==> config.mk <==
export PLATFORM = sky130hd
export DESIGN_NAME = sensor_alarm_pwm_monitor
export DESIGN_NICKNAME = d
export VERILOG_FILES = /design/src/hdl/sapm_pkg.sv /design/src/hdl/sensor_alarm_pwm_monitor.sv /design/src/hdl/sapm_cfg.sv /design/src/hdl/sapm_duty.sv
export SDC_FILE = /design/constraint.sdc
export NUM_CORES = 1
export LEC_CHECK = 0
export BUFFER_PORTS_ARGS = -buffer_cell sky130_fd_sc_hd__buf_2
export CELL_PAD_IN_SITES_DETAIL_PLACEMENT = 1
export CELL_PAD_IN_SITES_GLOBAL_PLACEMENT = 1
export CORE_MARGIN = 2
export CORE_UTILIZATION = 40
export CTS_CLUSTER_SIZE = 24
export DETAILED_ROUTE_END_ITERATION = 16
export PLACE_DENSITY_LB_ADDON = 0.1
export SYNTH_ARGS = -nofsm -noshare
export SYNTH_HDL_FRONTEND = slang
export SYNTH_SLANG_ARGS = --single-unit
==> constraint.sdc <==
create_clock -name i_clk -period 12.2 [get_ports i_clk]
set_input_delay 2.44 -clock i_clk [delete_from_list [all_inputs] [get_ports i_clk]]
set_output_delay 2.44 -clock i_clk [all_outputs]
set_load 0.05 [all_outputs]
==> src/hdl/sapm_pkg.sv <==
package sapm_pkg;

    // converter and duty scaling
    localparam int ADC_BITS        = 12;
    localparam int DUTY_MAX        = 100;
    localparam int DUTY_MIN        = 1;
    localparam int DUTY_W          = 7;
    localparam int INT_RAMP_BOTTOM = 1020;
    localparam int INT_RAMP_DIV    = 100;
    localparam int EXT_RAMP_SPAN   = 1000;

    // the external ramp divides by EXT_RAMP_SPAN / DUTY_MAX = 10: multiply by 205, shift by 11,
    // exact for every ramp offset below 1029
    localparam int EXT_RECIP       = 205;
    localparam int EXT_RECIP_SHIFT = 11;
    localparam int EXT_DIFF_W      = 10;

    // schedule and config widths
    localparam int TICK_BITS_DEF = 32;
    localparam int PERIOD_W      = 16;
    localparam int LEVEL_W       = 12;
    localparam int CFG_IDX_W     = 3;
    localparam int CFG_DATA_W    = 16;

    // stream payload sizes
    localparam int IN_W        = 3 * ADC_BITS;
    localparam int IN_TDATA_W  = ((IN_W + 7) / 8) * 8;
    localparam int OUT_W       = 3 * DUTY_W + 1 + 2 + 3;
    localparam int OUT_TDATA_W = ((OUT_W + 7) / 8) * 8;

    // register indexes
    typedef enum logic [CFG_IDX_W-1:0] {
        CFG_SAMPLE_PERIOD   = 3'd0,
        CFG_CHECK_PERIOD    = 3'd1,
        CFG_BLINK_ONE       = 3'd2,
        CFG_BLINK_TWO       = 3'd3,
        CFG_BLINK_THREE     = 3'd4,
        CFG_POT_LEVEL       = 3'd5,
        CFG_INTERNAL_LEVEL  = 3'd6,
        CFG_EXTERNAL_LEVEL  = 3'd7
    } t_cfg_idx;

    // register reset values
    localparam logic [PERIOD_W-1:0] RST_SAMPLE_PERIOD  = 16'd10;
    localparam logic [PERIOD_W-1:0] RST_CHECK_PERIOD   = 16'd500;
    localparam logic [PERIOD_W-1:0] RST_BLINK_ONE      = 16'd1000;
    localparam logic [PERIOD_W-1:0] RST_BLINK_TWO      = 16'd400;
    localparam logic [PERIOD_W-1:0] RST_BLINK_THREE    = 16'd200;
    localparam logic [LEVEL_W-1:0]  RST_POT_LEVEL      = 12'd2000;
    localparam logic [LEVEL_W-1:0]  RST_INTERNAL_LEVEL = 12'd1100;
    localparam logic [LEVEL_W-1:0]  RST_EXTERNAL_LEVEL = 12'd1296;

    typedef struct packed {
        logic [PERIOD_W-1:0] sample_period;
        logic [PERIOD_W-1:0] check_period;
        logic [PERIOD_W-1:0] blink_one;
        logic [PERIOD_W-1:0] blink_two;
        logic [PERIOD_W-1:0] blink_three;
        logic [LEVEL_W-1:0]  pot_level;
        logic [LEVEL_W-1:0]  internal_level;
        logic [LEVEL_W-1:0]  external_level;
    } t_cfg;

endpackage

==> src/hdl/sensor_alarm_pwm_monitor.sv <==
// stages: the input register, then the state and result register
// throughput: one transaction per cycle unless m_axis_tready stalls the result; the whole
//   tick update is one pass of shallow logic
// reset: synchronous active-low; tick count, schedule stamps, alarm flags, LED and duties
//   clear, registers take their default periods and levels, both stages empty
module sensor_alarm_pwm_monitor #(
    parameter int TICK_BITS = sapm_pkg::TICK_BITS_DEF
) (
    input  logic                              i_clk,
    input  logic                              i_rst_n,
    input  logic                              s_axis_tvalid,
    output logic                              s_axis_tready,
    // pot_sample[11:0], internal_temp_sample[23:12], external_temp_sample[35:24], zeros
    input  logic [sapm_pkg::IN_TDATA_W-1:0]   s_axis_tdata,
    output logic                              m_axis_tvalid,
    input  logic                              m_axis_tready,
    // pot_duty[6:0], internal_duty[13:7], external_duty[20:14], alarm_led[21],
    // alarm_count[23:22], alarm_flags[26:24], zeros
    output logic [sapm_pkg::OUT_TDATA_W-1:0]  m_axis_tdata,
    input  logic                              i_cfg_we,
    input  logic [sapm_pkg::CFG_IDX_W-1:0]    i_cfg_addr,
    input  logic [sapm_pkg::CFG_DATA_W-1:0]   i_cfg_wdata
);
    import sapm_pkg::*;

    t_cfg w_cfg;

    logic                r_in_valid;
    logic [ADC_BITS-1:0] r_pot;
    logic [ADC_BITS-1:0] r_itemp;
    logic [ADC_BITS-1:0] r_etemp;
    logic                w_adv;

    logic [TICK_BITS-1:0] r_tick, n_tick;
    logic [TICK_BITS-1:0] r_last_sample, n_last_sample;
    logic [TICK_BITS-1:0] r_last_check, n_last_check;
    logic [TICK_BITS-1:0] r_last_blink, n_last_blink;
    logic [2:0]           r_flags, n_flags;
    logic [1:0]           r_count, n_count;
    logic                 r_led, n_led;
    logic [DUTY_W-1:0]    r_pot_duty, n_pot_duty;
    logic [DUTY_W-1:0]    r_int_duty, n_int_duty;
    logic [DUTY_W-1:0]    r_ext_duty, n_ext_duty;
    logic                 r_out_valid;

    logic [DUTY_W-1:0]   w_pot_duty;
    logic [DUTY_W-1:0]   w_int_duty;
    logic [DUTY_W-1:0]   w_ext_duty;
    logic [PERIOD_W-1:0] w_blink_period;
    logic [2:0]          w_alarm;

    function automatic logic due(input logic [TICK_BITS-1:0] now,
                                 input logic [TICK_BITS-1:0] last,
                                 input logic [PERIOD_W-1:0]  period);
        logic [TICK_BITS-1:0] gap;
        gap = now - last;
        return gap >= TICK_BITS'(period);
    endfunction

    sapm_cfg u_cfg (
        .i_clk       (i_clk),
        .i_rst_n     (i_rst_n),
        .i_cfg_we    (i_cfg_we),
        .i_cfg_addr  (i_cfg_addr),
        .i_cfg_wdata (i_cfg_wdata),
        .o_cfg       (w_cfg)
    );

    // handshake: the item moves on when the result slot is free or being drained
    assign w_adv         = r_in_valid && (!r_out_valid || m_axis_tready);
    assign s_axis_tready = !r_in_valid || w_adv;

    // input register
    always_ff @(posedge i_clk) begin
        if (!i_rst_n) begin
            r_in_valid <= 1'b0;
        end else if (s_axis_tready) begin
            r_in_valid <= s_axis_tvalid;
        end
    end

    always_ff @(posedge i_clk) begin
        if (s_axis_tready && s_axis_tvalid) begin
            r_pot   <= s_axis_tdata[0 +: ADC_BITS];
            r_itemp <= s_axis_tdata[ADC_BITS +: ADC_BITS];
            r_etemp <= s_axis_tdata[2*ADC_BITS +: ADC_BITS];
        end
    end

    sapm_duty u_duty (
        .i_pot            (r_pot),
        .i_itemp          (r_itemp),
        .i_etemp          (r_etemp),
        .i_internal_level (w_cfg.internal_level),
        .i_external_level (w_cfg.external_level),
        .o_pot_duty       (w_pot_duty),
        .o_internal_duty  (w_int_duty),
        .o_external_duty  (w_ext_duty)
    );

    // raw alarm conditions
    assign w_alarm[0] = r_pot >= w_cfg.pot_level;
    assign w_alarm[1] = r_itemp >= w_cfg.internal_level;
    assign w_alarm[2] = r_etemp <= w_cfg.external_level;

    // tick update: duties, then alarm check, then LED
    always_comb begin
        n_tick        = r_tick + TICK_BITS'(1);
        n_last_sample = r_last_sample;
        n_last_check  = r_last_check;
        n_last_blink  = r_last_blink;
        n_pot_duty    = r_pot_duty;
        n_int_duty    = r_int_duty;
        n_ext_duty    = r_ext_duty;
        n_flags       = r_flags;
        n_led         = r_led;

        if (due(n_tick, r_last_sample, w_cfg.sample_period)) begin
            n_pot_duty    = w_pot_duty;
            n_int_duty    = w_int_duty;
            n_ext_duty    = w_ext_duty;
            n_last_sample = n_tick;
        end

        // the flag count always equals the number of set flags, so the guards
        // never block and the flags simply follow the conditions
        if (due(n_tick, r_last_check, w_cfg.check_period)) begin
            n_flags      = w_alarm;
            n_last_check = n_tick;
        end
        n_count = 2'(n_flags[0]) + 2'(n_flags[1]) + 2'(n_flags[2]);

        case (n_count)
            2'd1:    w_blink_period = w_cfg.blink_one;
            2'd2:    w_blink_period = w_cfg.blink_two;
            2'd3:    w_blink_period = w_cfg.blink_three;
            default: w_blink_period = '0;
        endcase

        if (n_count == 2'd0) begin
            n_led = 1'b0;
        end else if (due(n_tick, r_last_blink, w_blink_period)) begin
            n_led        = !r_led;
            n_last_blink = n_tick;
        end
    end

    // state and result register
    always_ff @(posedge i_clk) begin
        if (!i_rst_n) begin
            r_tick        <= '0;
            r_last_sample <= '0;
            r_last_check  <= '0;
            r_last_blink  <= '0;
            r_flags       <= '0;
            r_count       <= '0;
            r_led         <= 1'b0;
            r_pot_duty    <= '0;
            r_int_duty    <= '0;
            r_ext_duty    <= '0;
        end else if (w_adv) begin
            r_tick        <= n_tick;
            r_last_sample <= n_last_sample;
            r_last_check  <= n_last_check;
            r_last_blink  <= n_last_blink;
            r_flags       <= n_flags;
            r_count       <= n_count;
            r_led         <= n_led;
            r_pot_duty    <= n_pot_duty;
            r_int_duty    <= n_int_duty;
            r_ext_duty    <= n_ext_duty;
        end
    end

    always_ff @(posedge i_clk) begin
        if (!i_rst_n) begin
            r_out_valid <= 1'b0;
        end else if (w_adv) begin
            r_out_valid <= 1'b1;
        end else if (m_axis_tready) begin
            r_out_valid <= 1'b0;
        end
    end

    // result transaction
    assign m_axis_tvalid = r_out_valid;
    assign m_axis_tdata  = {(OUT_TDATA_W-OUT_W)'(0), r_flags, r_count, r_led,
                            r_ext_duty, r_int_duty, r_pot_duty};

    // alarm count tracks the flags
    a_count_matches: assert property (@(posedge i_clk) disable iff (!i_rst_n)
        r_count == 2'($countones(r_flags)))
        else $error("alarm count differs from set flags");

    // led is dark with no alarm
    a_led_dark: assert property (@(posedge i_clk) disable iff (!i_rst_n)
        (r_count == 2'd0) |-> !r_led)
        else $error("alarm led lit with no alarm");

    // duties stay in range
    a_duty_range: assert property (@(posedge i_clk) disable iff (!i_rst_n)
        r_pot_duty <= DUTY_W'(DUTY_MAX) && r_int_duty <= DUTY_W'(DUTY_MAX)
        && r_ext_duty <= DUTY_W'(DUTY_MAX))
        else $error("duty above full scale");

    // the tick count advances by one per item
    a_tick_step: assert property (@(posedge i_clk) disable iff (!i_rst_n)
        w_adv |=> r_tick == $past(r_tick) + TICK_BITS'(1))
        else $error("tick count did not advance by one");

endmodule

==> src/hdl/sapm_cfg.sv <==
module sapm_cfg (
    input  logic                           i_clk,
    input  logic                           i_rst_n,
    input  logic                           i_cfg_we,
    input  logic [sapm_pkg::CFG_IDX_W-1:0] i_cfg_addr,
    input  logic [sapm_pkg::CFG_DATA_W-1:0] i_cfg_wdata,
    output sapm_pkg::t_cfg                 o_cfg
);
    import sapm_pkg::*;

    t_cfg r_cfg;
    t_cfg n_cfg;

    // decode one register write
    always_comb begin
        n_cfg = r_cfg;
        if (i_cfg_we) begin
            case (t_cfg_idx'(i_cfg_addr))
                CFG_SAMPLE_PERIOD:  n_cfg.sample_period  = i_cfg_wdata;
                CFG_CHECK_PERIOD:   n_cfg.check_period   = i_cfg_wdata;
                CFG_BLINK_ONE:      n_cfg.blink_one      = i_cfg_wdata;
                CFG_BLINK_TWO:      n_cfg.blink_two      = i_cfg_wdata;
                CFG_BLINK_THREE:    n_cfg.blink_three    = i_cfg_wdata;
                CFG_POT_LEVEL:      n_cfg.pot_level      = i_cfg_wdata[LEVEL_W-1:0];
                CFG_INTERNAL_LEVEL: n_cfg.internal_level = i_cfg_wdata[LEVEL_W-1:0];
                CFG_EXTERNAL_LEVEL: n_cfg.external_level = i_cfg_wdata[LEVEL_W-1:0];
                default:            n_cfg = r_cfg;
            endcase
        end
    end

    always_ff @(posedge i_clk) begin
        if (!i_rst_n) begin
            r_cfg.sample_period  <= RST_SAMPLE_PERIOD;
            r_cfg.check_period   <= RST_CHECK_PERIOD;
            r_cfg.blink_one      <= RST_BLINK_ONE;
            r_cfg.blink_two      <= RST_BLINK_TWO;
            r_cfg.blink_three    <= RST_BLINK_THREE;
            r_cfg.pot_level      <= RST_POT_LEVEL;
            r_cfg.internal_level <= RST_INTERNAL_LEVEL;
            r_cfg.external_level <= RST_EXTERNAL_LEVEL;
        end else begin
            r_cfg <= n_cfg;
        end
    end

    assign o_cfg = r_cfg;

endmodule

==> src/hdl/sapm_duty.sv <==
module sapm_duty (
    input  logic [sapm_pkg::ADC_BITS-1:0] i_pot,
    input  logic [sapm_pkg::ADC_BITS-1:0] i_itemp,
    input  logic [sapm_pkg::ADC_BITS-1:0] i_etemp,
    input  logic [sapm_pkg::LEVEL_W-1:0]  i_internal_level,
    input  logic [sapm_pkg::LEVEL_W-1:0]  i_external_level,
    output logic [sapm_pkg::DUTY_W-1:0]   o_pot_duty,
    output logic [sapm_pkg::DUTY_W-1:0]   o_internal_duty,
    output logic [sapm_pkg::DUTY_W-1:0]   o_external_duty
);
    import sapm_pkg::*;

    localparam int POT_PROD_W = ADC_BITS + DUTY_W;
    localparam int EXT_TOP_W  = ADC_BITS + 1;
    localparam int EXT_PROD_W = EXT_DIFF_W + 8;

    logic [POT_PROD_W-1:0] w_pot_prod;
    logic [ADC_BITS-1:0]   w_int_diff;
    logic [EXT_TOP_W-1:0]  w_ext_top;
    logic [ADC_BITS-1:0]   w_ext_diff;
    logic [EXT_PROD_W-1:0] w_ext_prod;
    logic [DUTY_W-1:0]     w_ext_quot;

    // potentiometer: linear scale to percent
    assign w_pot_prod = POT_PROD_W'(i_pot) * POT_PROD_W'(DUTY_MAX);
    assign o_pot_duty = w_pot_prod[ADC_BITS +: DUTY_W];

    // internal: clamp low, clamp at level, ramp from the bottom in between
    // (scale DUTY_MAX / INT_RAMP_DIV is one, so the ramp is the offset itself)
    assign w_int_diff = i_itemp - ADC_BITS'(INT_RAMP_BOTTOM);
    always_comb begin
        if (i_itemp <= ADC_BITS'(INT_RAMP_BOTTOM)) begin
            o_internal_duty = DUTY_W'(DUTY_MIN);
        end else if (i_itemp >= i_internal_level) begin
            o_internal_duty = DUTY_W'(DUTY_MAX);
        end else if (w_int_diff > ADC_BITS'(DUTY_MAX)) begin
            o_internal_duty = DUTY_W'(DUTY_MAX);
        end else begin
            o_internal_duty = w_int_diff[DUTY_W-1:0];
        end
    end

    // external: inverted ramp over a fixed span above the level
    assign w_ext_top  = EXT_TOP_W'(i_external_level) + EXT_TOP_W'(EXT_RAMP_SPAN);
    assign w_ext_diff = i_etemp - i_external_level;
    assign w_ext_prod = EXT_PROD_W'(w_ext_diff[EXT_DIFF_W-1:0]) * EXT_PROD_W'(EXT_RECIP);
    assign w_ext_quot = w_ext_prod[EXT_RECIP_SHIFT +: DUTY_W];
    always_comb begin
        if (i_etemp <= i_external_level) begin
            o_external_duty = DUTY_W'(DUTY_MAX);
        end else if (EXT_TOP_W'(i_etemp) >= w_ext_top) begin
            o_external_duty = DUTY_W'(DUTY_MIN);
        end else begin
            o_external_duty = DUTY_W'(DUTY_MAX) - w_ext_quot;
        end
    end

endmodule

== Yosys cells after proc, flatten, opt, wreduce, memory -nomap -nowiden ==
Cells that the tools add are included.
Operators by class
  $add $sub $neg: 10
  multiply operators: 2
  magnitude comparators: 9
  equality and inequality tests: 10
  mux-type cells: 11
  bitwise logic cells: 1
  reduce and logical (&&, ||, !) cells: 23
Operators with widths (count)
  $ge A32 B16 Y1: 3
  $sub A32 B32 Y32: 3
  $pmux W16 S3: 1
  $mux W7: 5
  $add A32 B1 Y32 const B: 1
  $ge A12 B12 Y1: 2
  $reduce_and A2 Y1: 11
  $mul A10 B8 Y18 const B: 1
  $mul A12 B5 Y17 const B: 1
  $add A12 B10 Y13 const B: 1
  $ge A12 B13 Y1: 1
  $eq A3 B3 Y1 const B: 4
  $gt A12 B7 Y1 const B: 1
  $le A12 B10 Y1 const B: 1
  $le A12 B12 Y1: 1
  $sub A12 B10 Y12 const B: 1
  $sub A10 B10 Y10: 1
  $sub A7 B7 Y7 const A: 1
  $eq A3 B2 Y1 const B: 2
  $eq A2 B2 Y1 const B: 2
  $mux W1: 4
  $reduce_bool A2 Y1: 2
  $eq A3 B1 Y1 const B: 1
  $logic_not A1 Y1: 3
  10 further kinds: 12
Word-level totals
  register bits: 309
  input port bits: 64
  output and inout port bits: 34
  logic and storage cells: 89

== Depth between registers and ports, before layout ==
  word-level depth: 11
  depth in mapped cells: 45
  gate-level depth less buffers: 41

== Hierarchy ==
From an unflattened synthesis, not the netlist that was laid out.
Unflattened totals
  cells, all modules: 2797
  area total of the unflattened synthesis: 23722.8 µm²
Modules (own cells, without submodules)
  sensor_alarm_pwm_monitor: times used 1, cells each 1893, area an instance 15451.1 µm², seq. area each 4224.1 µm²
  sapm_cfg: times used 1, cells each 412, area an instance 4341.7 µm², seq. area each 2322.2 µm²
  sapm_duty: times used 1, cells each 492, area an instance 3930.0 µm², seq. area each 0.0 µm²

== Worst setup path before layout ==
No wires, ideal clock.
  path type: register to register
  start: register r_tick[0]
  end: register r_last_blink[10]
  library setup time: 0.072 ns
  arrival time: 9.009 ns
  required time: 12.128 ns
  slack: 3.120 ns
  cell stages (with the launch flop): 44
  buffers on the path: 5
  clock period less this slack: 9.080 ns
  cell sequence: dfxtp_1 ha_1 nand3_1 nor3_1 xor2_1 ha_1 clkbuf_1 a21oi_1 o211ai_1 a21oi_1 inv_1 a21oi_1 o21bai_1 a21oi_1 xnor2_1 ha_1 and4_1 a21oi_1 (+8 left out) fa_1 clkbuf_1 buf_1 mux2_2 a21oi_1 ha_1 a21oi_1 o221a_2 o211ai_1 a2111oi_0 o211ai_1 nor4_1 nand4_1 nor4b_1 or3_1 buf_2 buf_2 mux2i_1
On the way
  cells in the longest elaborated chain, start to end: 10
  elaborated cells between the ends (all ways): 15
  classes of those cells: add/sub: 5; order compare: 2; eq/ne: 3; mux: 2; bitwise: 1; reduce/logical: 2
Ends and longest elaborated chain
  start: declaration: line sensor_alarm_pwm_monitor.sv:34  | logic [TICK_BITS-1:0] r_tick, n_tick;
  start signal: assignment: line sensor_alarm_pwm_monitor.sv:162  | r_tick <= n_tick;
  $add A32 B1 Y32 (*): line sensor_alarm_pwm_monitor.sv:108  | n_tick = r_tick + TICK_BITS'(1);
  named net n_tick[8]: line sensor_alarm_pwm_monitor.sv:34
  $sub A32 B32 Y32 (*): line sensor_alarm_pwm_monitor.sv:56  | gap = now - last;
  $ge A32 B16 Y1 (*): line sensor_alarm_pwm_monitor.sv:57  | return gap >= TICK_BITS'(period);
  $mux W3 (*): line sensor_alarm_pwm_monitor.sv:127  | if (due(n_tick, r_last_check, w_cfg.check_period)) begin
  named net n_flags[0]: line sensor_alarm_pwm_monitor.sv:38  | logic [2:0] r_flags, n_flags;
  $add A1 B1 Y2 (*): line sensor_alarm_pwm_monitor.sv:131  | n_count = 2'(n_flags[0]) + 2'(n_flags[1]) + 2'(n_flags[2]);
  $add A2 B1 Y2 (*): line sensor_alarm_pwm_monitor.sv:131
  named net n_count[0]: line sensor_alarm_pwm_monitor.sv:39  | logic [1:0] r_count, n_count;
  $eq A2 B2 Y1 / $eq A2 B1 Y1 (equally long branches): line sensor_alarm_pwm_monitor.sv:133  | case (n_count)
  $pmux W16 S3: line sensor_alarm_pwm_monitor.sv:133
  $ge A32 B16 Y1: line sensor_alarm_pwm_monitor.sv:57
  $reduce_and A3 Y1 (no source line) (*)
  end signal: assignment: line sensor_alarm_pwm_monitor.sv:165  | r_last_blink <= n_last_blink;
  end: declaration: line sensor_alarm_pwm_monitor.sv:37  | logic [TICK_BITS-1:0] r_last_blink, n_last_blink;
Mark *: on every way through the listed nets, which the timed path passes. The rest lies on a longest branch.
A chain may end at the register's enable or synchronous reset.

== Worst setup path after layout ==
  start: register r_tick[0]
  end: register r_last_blink[14]
The elaborated chain is that of the path after synthesis.

==> run metrics <==
most common library cell in the layout ignoring fill and taps=nand2_1; Die Wd=242 um; Arr. time, crit path=11.61 ns; RSZ-0062 raised after global routing=false; category of cells accounting for the largest share of critical-path delay=simple AND/OR/NAND/NOR gates; reg-to-reg critical path endpoint=r_last_blink[14]; Die Footprint=0.0585 mm^2; floorplan row count=87; Static Leakage=11.3 nW; async set-reset flop share out of synthesis=0; Post-Synthesis Mean Instance Area=8.07 um^2; crit path capture type=register; slowest CP cell=fa_1; maximum number of pins on one net before global-route repair=153; origin of the critical flop-to-flop path=r_tick[0]; status=finished, final reports clean; sink of the worst hold path=u_cfg.o_cfg[36]; number of fillers in the final layout=6882; type of the most critical hold path=register to register; TritonRoute pass-1 iters=5; CTS tree=built; number of nets in the layout=3201; ant diodes=0; via count of the first global-routing pass=20600; final number of max-transition violations=0; most used routing layer in global routing=met2; total global-route track usage=0.238; M1 GR Usage=0.283; Antenna Violating Nets Remaining=0; Hold Violations, Final=0; Worst-path clk slew=0.06 ns; count of cells along the worst register-to-register path=41; effective utilization at floorplan=0.403; synthesized area=0.0226 mm^2; number of enable flip-flop cells after synthesis=36; fraction of the yosys area taken by sequential cells=0.289; Port Buffers=88; H-tree lvl count=2; start point of the worst min-delay path=u_cfg.o_cfg[36]; Final setup violation count=0; vias per inst=5.47; Via Count=19800; number of remaining DRC errors=0; met3 Use GR=0.0267; count of buffering cells on the critical path with inverters included=3; met2 capacity usage during global routing=0.445; final wirelength=70500 um; max frequency=89.9 MHz; Slew @ Worst Pin=1.12 ns; area of the placeable core=0.0562 mm^2; layout cell share with drive strength beyond 1=0.0768; CTS-repair resized insts=0; Netlist cell types=81; cell types with the largest area share after synthesis=dfxtp_1, ha_1, nand2_1; max cap viols=0; number of stages on the worst hold path=2; Critical Path Source Type=register; overall power after layout=3.80 mW; worst-case register-to-register setup slack=1.07 ns; commonest cells after routing, fill and taps aside=nand2_1, ha_1, dfxtp_1; root buf cell=clkbuf_16; Placer Congestion=0.857; Clock Sink Count=309; wire per inst=19.5 um; number of antenna violations at the first check in global routing=3; maximum single-stage delay on the critical path=0.68 ns; initial DRC count=795; flop and latch count out of synthesis=309; fin crit period=11.13 ns; total power density per cell area=152 mW/mm^2; classification of the worst setup path=register to register; Remaining Overflow, GRT=0; maximum clock path buffer count=3; Die H=242 um; data required time of the critical path=12.69 ns; clock network latency to the later pin of the worst-skew pair=0.57 ns; Syn Inst Count=2806; top_reg_cell synth=dfxtp_1; warning count from the yosys run=0; top fanout value on the critical path=32; P&R area growth vs syn=10.5%; Worst IR Drop VDD=146 uV; total negative slack for setup checks=0 ns; share of Yosys cell area claimed by the top area cell type=0.241; biggest area consumer among synthesized cells=dfxtp_1; worst clock skew=0.0208 ns; Detailed Place HPWL=54700 um; total I/O pin count=98; first-pass GRT wire length=112000 um; worst slew margin relative to its limit=0.246; number of clock buffers inserted by TritonCTS=40; portion of the clock cycle consumed by the worst path in the final layout=0.912
==> cell type report <==
| type | count | area (um^2) | area share |
|---|---|---|---|
| multi-input cells | 2114 | 14600 | 0.582 |
| flip-flops and latches | 309 | 6550 | 0.262 |
| clock buffers | 58 | 1190 | 0.0476 |
| inverters | 255 | 960 | 0.0384 |
| well taps | 756 | 946 | 0.0378 |
| repair buffers | 112 | 652 | 0.0261 |
| clock inverters | 15 | 158 | 0.00630 |
==> metrics by stage <==
step                      instance area (um^2)  worst slack (ns)   util  cells  hold slack [ns]
after floorplan                          22600              3.12      -   2810            0.433
after global placement                   23700              1.11  0.421   3545            0.438
after detailed placement                 23700             0.836  0.421   3545            0.441
after CTS                                25000             0.771  0.445   3618            0.456
after global routing                     25000             0.140  0.445   3619            0.475
final                                    25000              1.07  0.445   3619            0.452
==> worst reg2reg max path, delay by kind of cell, from the launching register on <==
family / cells / cell delay (ns)
DFF: 1 / 0.51
AOI/OAI and AO/OA: 13 / 2.49
and+or+nand+nor: 15 / 3.73
adders and majority gates: 5 / 1.94
muxes: 3 / 0.94
xor gates and xnor gates: 2 / 0.68
buffers and inverters: 3 / 0.77
==> report_power, final <==
part | total [mW] | switching, mW | internal (mW)
Clock | 1.21 | 0.488 | 0.726
Combinational | 1.50 | 0.901 | 0.595
Sequential | 1.09 | 0.0243 | 1.07
==> layer usage <==
| metal | routed length, um | share of wire |
|---|---|---|
| met1 | 30200 | 0.43 |
| met2 | 36200 | 0.51 |
| met3 | 1980 | 0.028 |
| met4 | 2120 | 0.030 |
| met5 | 34 | 0.00048 |
==> sequential cells by signal, indices dropped and copies added, names as in the netlist <==
name,count
u_cfg.o_cfg,116
r_last_blink,32
r_last_check,32
r_last_sample,32
r_tick,32
r_etemp,12
r_itemp,12
r_pot,12
r_ext_duty,7
r_int_duty,7
r_pot_duty,7
r_flags,3
r_count,2
m_axis_tvalid,1
r_in_valid,1
r_led,1
==> kinds of logic (layout without fill, tap and decap cells) <==
family	Yosys count	count (layout)	synth area share
other	1	5	0.000166
DFF	309	309	0.289
buffers and inverters	387	440	0.0690
xor gates and xnor gates	156	156	0.0612
adders and majority gates	306	306	0.178
AOI/OAI and AO/OA	575	575	0.157
and+or+nand+nor	938	938	0.185
muxes	134	134	0.0603
==> repair_timing <==
action | CTS | global route
setup buffers | 0 | 1
setup endpoints to repair | 0 | 32
hold buffers | 0 | 0
==> worst max-delay path by stage <==
stage                   start          endpoint  slack (ns)  depth (start not counted)
finish              r_tick[0]  r_last_blink[14]        1.07                         41
global route        r_tick[0]  r_last_blink[15]        0.14                         41
global placement    r_tick[0]   r_last_blink[1]        1.11                         40
floorplan           r_tick[0]  r_last_blink[10]        3.12                         43
detailed placement  r_tick[0]  r_last_blink[14]        0.84                         40
CTS                 r_tick[0]  r_last_blink[14]        0.77                         40
==> cell usage after synthesis (all sizes together) (37+ instances only) <==
master,n
mux2i,115
xor2,75
inv,254
o21ai,97
xnor2,81
a21oi,238
nor2,137
o211ai,43
nand2,518
nand3,64
clkbuf,95
nand4,42
ha,277
dfxtp,273
a21o,43
buf,37
Power figures use the tool's default switching activity.
